--- config.mk ---
export PLATFORM = sky130hd
export DESIGN_NAME = qke_power
export DESIGN_NICKNAME = d
export VERILOG_FILES = /design/src/hdl/qke_pkg.sv /design/src/hdl/qke_power.sv
export SDC_FILE = /design/constraint.sdc
export NUM_CORES = 2
export LEC_CHECK = 0
export ABC_AREA = 1
export BUFFER_PORTS_ARGS = -buffer_cell sky130_fd_sc_hd__buf_2
export CORE_ASPECT_RATIO = 1.4
export CORE_MARGIN = 1
export CORE_UTILIZATION = 25
export DETAILED_ROUTE_END_ITERATION = 12
export GPL_ROUTABILITY_DRIVEN = 0
export SLEW_MARGIN = 5
export SYNTH_ARGS = -nofsm -noshare
export SYNTH_HDL_FRONTEND = slang
export SYNTH_SLANG_ARGS = --single-unit
--- constraint.sdc ---
create_clock -name clk -period 10.9 [get_ports clk]
set_clock_uncertainty 0.15 [all_clocks]
set_input_delay 1.635 -clock clk [delete_from_list [all_inputs] [get_ports clk]]
set_output_delay 1.635 -clock clk [all_outputs]
set_load 0.01 [all_outputs]
--- src/hdl/qke_pkg.sv ---
// Shared types, codes and constants of the quintic kernel evaluator.
// No dependencies; imported by qke_power and quintic_kernel_eval.
`timescale 1ns / 1ps

package qke_pkg;

  // Working fraction width of the bracket powers
  localparam int GUARD     = 28;
  localparam int NORM_BITS = 32;

  // Widths of (k-s)^2, ^4, ^5 in Q.GUARD (brackets reach at most 3.0)
  localparam int U2_W = 32;
  localparam int U4_W = 35;
  localparam int U5_W = 36;

  typedef enum logic [1:0] {
    OP_VALUE = 2'd0,
    OP_DERIV = 2'd1,
    OP_OMEGA = 2'd2
  } opcode_t;

  typedef logic [NORM_BITS-1:0] norm_t;

  // Stage enables handed to a power lane
  typedef struct packed {
    logic s2;
    logic s3;
    logic s4;
  } lane_en_t;

  // Normalisation in unsigned Q0.32: 1/120, 7/(478 pi), 3/(359 pi)
  function automatic norm_t norm_of(input logic [1:0] dims);
    norm_t n;
    case (dims)
      2'd1:    n = 32'd35791394;
      2'd2:    n = 32'd20020740;
      2'd3:    n = 32'd11424489;
      default: n = '0;
    endcase
    return n;
  endfunction

endpackage

--- src/hdl/qke_power.sv ---
// One power lane: (k-s) -> (k-s)^4 and (k-s)^5 over three register stages.
// Depends on qke_pkg.
`timescale 1ns / 1ps

module qke_power
  import qke_pkg::*;
#(
  parameter int FRAC_BITS_IN = 16
) (
  input  logic                    clk,
  input  lane_en_t                en,
  input  logic [FRAC_BITS_IN+1:0] d,
  output logic [U4_W-1:0]         u4,
  output logic [U5_W-1:0]         u5
);

  localparam int DW    = FRAC_BITS_IN + 2;
  localparam int SQ_SH = 2 * (GUARD - FRAC_BITS_IN);
  localparam int SQ_W  = 2 * GUARD + 4;
  localparam int Q4_W  = 2 * U2_W;
  localparam int Q5_W  = U4_W + DW;

  logic [DW-1:0]     d2, d3;
  logic [U2_W-1:0]   u2;
  logic [U4_W-1:0]   u4_s3;
  logic [2*DW-1:0]   sq;
  logic [SQ_W-1:0]   sq_rnd;
  logic [Q4_W-1:0]   q4;
  logic [Q5_W-1:0]   q5;

  // u^2: d is Q.FRAC_BITS_IN, so u*u = d*d scaled up to Q.56, rounded to Q.28
  assign sq     = d * d;
  assign sq_rnd = {sq, {SQ_SH{1'b0}}} + (SQ_W'(1) << (GUARD - 1));

  // u^4 = (u^2)^2 rounded to Q.28
  assign q4 = u2 * u2 + (Q4_W'(1) << (GUARD - 1));

  // u^5 = u^4 * u; the low zero bits of u fold into the rounding shift
  assign q5 = u4_s3 * d3 + (Q5_W'(1) << (FRAC_BITS_IN - 1));

  always_ff @(posedge clk) begin
    if (en.s2) begin
      u2 <= sq_rnd[GUARD+U2_W-1:GUARD];
      d2 <= d;
    end
    if (en.s3) begin
      u4_s3 <= q4[GUARD+U4_W-1:GUARD];
      d3    <= d2;
    end
    if (en.s4) begin
      u4 <= u4_s3;
      u5 <= q5[FRAC_BITS_IN+U5_W-1:FRAC_BITS_IN];
    end
  end

endmodule

==> flow_summary.html <==
<table>
<tr><th>Metric</th><th>Value</th></tr>
<tr><th colspan="2">STA</th></tr>
<tr><td>Setup repair after global routing missed its margin</td><td>no</td></tr>
<tr><td>Hold Fails Final Rpt</td><td>0</td></tr>
<tr><td>Setup Viol. Count Final</td><td>0</td></tr>
<tr><td>Max-slew violation count</td><td>0</td></tr>
<tr><td>Slew Limit Headroom</td><td>24.0%</td></tr>
<tr><td>Transition time of the tightest slew-check pin</td><td>1140 ps</td></tr>
<tr><td>Setup tns final</td><td>0 ps</td></tr>
<tr><td>Min cycle time layout</td><td>8220 ps</td></tr>
<tr><td>Highest attainable clock frequency</td><td>0.122 GHz</td></tr>
<tr><td>Period utilisation layout</td><td>75.4%</td></tr>
<tr><th colspan="2">Worst hold path</th></tr>
<tr><td>HP Start</td><td>d2[0]</td></tr>
<tr><td>Sink of the worst hold path</td><td>d3[0]</td></tr>
<tr><td>Path category of the worst min-delay check</td><td>flip-flop to flip-flop</td></tr>
<tr><td>Min-Delay Path Depth</td><td>0</td></tr>
<tr><th colspan="2">Clock network</th></tr>
<tr><td>Total number of clock tree sinks</td><td>174</td></tr>
<tr><td>CTS clock-pin slew for the worst setup and hold paths</td><td>70 ps</td></tr>
<tr><td>CTS Buf Count</td><td>17</td></tr>
<tr><td>TritonCTS clock tree</td><td>yes</td></tr>
<tr><td>Max Root-Sink Buffers</td><td>2</td></tr>
<tr><td>Post-CTS Repair Setup Buffers</td><td>0</td></tr>
<tr><td>Clock Latency Late Sink</td><td>540 ps</td></tr>
<tr><td>Resized Gates After CTS</td><td>0</td></tr>
<tr><td>Hold buffer count at cts</td><td>0</td></tr>
<tr><td>Cell at the root of the clock tree</td><td>clkbuf_16</td></tr>
<tr><td>Maximum level of the CTS H-tree</td><td>4</td></tr>
<tr><th colspan="2">Run status</th></tr>
<tr><td>Run status</td><td>finished clean</td></tr>
<tr><th colspan="2">Final layout</th></tr>
<tr><td>Final nets</td><td>10246</td></tr>
<tr><td>Proportion of layout cells with a drive suffix above 1</td><td>3.30%</td></tr>
<tr><td>P&amp;R area growth vs syn</td><td>7.45%</td></tr>
<tr><th colspan="2">Synthesis</th></tr>
<tr><td>Library cell with the largest summed area after synthesis</td><td>fa_1</td></tr>
<tr><td>Seq/Total Area, Yosys</td><td>7.76%</td></tr>
<tr><td>Post-synthesis register bit count</td><td>174</td></tr>
<tr><td>Cell types with the highest counts after synthesis</td><td>inv_1, nand2_1, fa_1, ha_1, nor2_1</td></tr>
<tr><td>Synth top area share</td><td>46.1%</td></tr>
<tr><td>Synthesized netlist net count</td><td>10335</td></tr>
<tr><td>Mean post-synth cell area</td><td>8.21 µm²</td></tr>
<tr><td>Warnings from Yosys</td><td>0</td></tr>
<tr><td>Synth Instances</td><td>8198</td></tr>
<tr><td>Top FF cell, synth</td><td>edfxtp_1</td></tr>
<tr><td>Fraction of registers with async set or reset after synthesis</td><td>0%</td></tr>
<tr><td>Area contributors post-synth</td><td>fa_1, inv_1, nand2_1</td></tr>
<tr><td>Count of different cell masters after synthesis</td><td>42</td></tr>
<tr><td>Post-synth EDFFs</td><td>174</td></tr>
<tr><td>Syn Std Cell Area</td><td>0.0673 mm²</td></tr>
<tr><td>Most repeated cell in the gate-level netlist after synthesis</td><td>inv_1</td></tr>
<tr><th colspan="2">Drt</th></tr>
<tr><td>Number of DRC markers after the initial detailed-route iteration</td><td>2785</td></tr>
<tr><td>Routed wire per std cell</td><td>15.6 µm</td></tr>
<tr><td>Total number of vias</td><td>49708</td></tr>
<tr><td>Antenna viol nets, final</td><td>0</td></tr>
<tr><td>Number of detailed-route iterations in the first pass</td><td>5</td></tr>
<tr><td># DRC</td><td>0</td></tr>
<tr><td>Final routed wirelength across all metal layers</td><td>181000 µm</td></tr>
<tr><td>Via-to-Cell Ratio</td><td>4.27</td></tr>
<tr><th colspan="2">Setup path</th></tr>
<tr><td>Type of destination of the critical path</td><td>flip-flop</td></tr>
<tr><td>R2r endpoint</td><td>u4_s3[32]</td></tr>
<tr><td>Critical-path maximum fanout</td><td>17</td></tr>
<tr><td>Startpoint of the most critical register-to-register path</td><td>u2[11]</td></tr>
<tr><td>Reg2reg setup slack</td><td>2680 ps</td></tr>
<tr><td>Arrival time reported for the critical path endpoint</td><td>8340 ps</td></tr>
<tr><td>Setup crit start kind</td><td>flip-flop</td></tr>
<tr><td>Required time of the critical path</td><td>11020 ps</td></tr>
<tr><td>CP Class</td><td>flip-flop to flip-flop</td></tr>
<tr><td>FF-to-FF path depth</td><td>25</td></tr>
<tr><th colspan="2">Die</th></tr>
<tr><td>Total core area</td><td>0.268 mm²</td></tr>
<tr><td>Row cnt</td><td>225</td></tr>
<tr><td>Full die area</td><td>0.271 mm²</td></tr>
<tr><td>Boundary pin count</td><td>93</td></tr>
<tr><td>Die extent in y</td><td>616 µm</td></tr>
<tr><td>Chip width</td><td>441 µm</td></tr>
<tr><td>Initial Utilization</td><td>25.1%</td></tr>
<tr><th colspan="2">Job</th></tr>
<tr><td>Max-cap violations</td><td>0</td></tr>
<tr><th colspan="2">Global routing</th></tr>
<tr><td>Via count of the first global-routing pass</td><td>55119</td></tr>
<tr><td>Pin count of the biggest net entering global routing</td><td>72</td></tr>
<tr><td>Number of antenna violations at the first check in global routing</td><td>6</td></tr>
<tr><td>Final global-route overflow total</td><td>0</td></tr>
<tr><td>Overall track demand over capacity in global routing</td><td>13.7%</td></tr>
<tr><td>Global-route wire length before repair</td><td>293000 µm</td></tr>
<tr><th colspan="2">Placement</th></tr>
<tr><td>Post-DP HPWL</td><td>150000 µm</td></tr>
<tr><td>Number of port buffers</td><td>92</td></tr>
</table>
## sequential cells by signal, summed over array words and instances, names as in the netlist
signal  flops
u5         36
u4         35
u4_s3      35
u2         32
d2         18
d3         18
## kinds of logic (layout without fill, tap and decap cells)
kind of cell	after synthesis	in the layout	synth area share, %
other	0	3	0
and+or+nand+nor	2460	2460	14.5
DFF	174	174	7.76
adders and majority gates	2115	2115	56.6
buffers and inverters	2963	2887	16.5
AOI/OAI and AO/OA	358	358	2.99
xor gates and xnor gates	128	128	1.66
## worst max-delay path: stages (launching register included)
cell	delay [ps]
edfxtp_1	1060
buf_4	410
nand2_1	120
fa_1	590
inv_1	70
fa_1	470
fa_1	510
inv_1	60
fa_1	470
inv_1	50
fa_1	500
inv_1	60
fa_1	530
inv_1	50
fa_1	490
fa_1	420
ha_1	320
nand2_1	90
nor2_1	210
nand2_1	70
o21ai_0	610
nand2_1	100
nand2_1	260
nand2_1	150
nand3_1	100
nand2_1	60
## metrics by stage
| step | std cells | setup slack (ps) | instance area, µm² | utilization [%] | hold WS [ps] |
|---|---|---|---|---|---|
| floorplan | 8198 | 3320 | 67300 | - | 250 |
| global placement | 11608 | 2730 | 71700 | 26.8 | 280 |
| detailed placement | 11608 | 2750 | 71700 | 26.8 | 293 |
| CTS | 11640 | 2740 | 72400 | 27.0 | 312 |
| global route | 11640 | 2330 | 72400 | 27.0 | 319 |
| finish | 11643 | 2680 | 72400 | 27.0 | 302 |
## final cells by class
class	count	area [µm²]
Timing Repair Buffer	169	1040
Inverter	2686	10100
Fill cell	29074	196000
Clock buffer	17	425
Clock inverter	15	185
Multi-Input combinational cell	5061	51000
Antenna cell	3	7.51
Sequential cell	174	5230
Tap cell	3518	4400
## metal layers
metal	vias up	routed length, µm	track usage [%]	part of all wire, %
met5	-	31	0	0.017
met4	4	6660	4.68	3.7
met1	25073	70700	16.0	39
met3	372	7870	1.15	4.3
li1	22953	-	-	-
met2	1306	96100	25.9	53
## cell usage in the layout, fill, tap and decap left out, drive strengths merged
master    count
and2          7
or2           8
inv        2694
diode         3
a211oi        5
o21a         12
nor4          5
a31o          5
a21boi        4
nand3b        3
and3          1
o211ai        6
o21ai        90
fa         1552
xor2         88
clkinvlp      1
ha          563
nor2        302
o21bai       19
xnor2        40
nor3         33
buf         169
nand4        30
a21oi       171
o2111ai       2
o211a         1
a31oi        26
nand3       130
a21o         17
edfxtp      174
clkinv        6
nand2      1940
nor3b         1
clkbuf       17
## worst max path at each step
stage                 from   endpoint  slack (ps)  depth (start not counted)
floorplan             d[9]     u2[23]        3320                         28
global placement    u2[11]  u4_s3[28]        2730                         25
detailed placement  u2[11]   u4_s3[8]        2750                         25
CTS                 u2[11]  u4_s3[28]        2740                         25
global route        u2[11]  u4_s3[28]        2330                         25
finish              u2[11]  u4_s3[32]        2680                         25
Power is left out: the tool's default activity adds up to more than one toggle a clock period on the data nets, which glitch-free logic cannot reach.
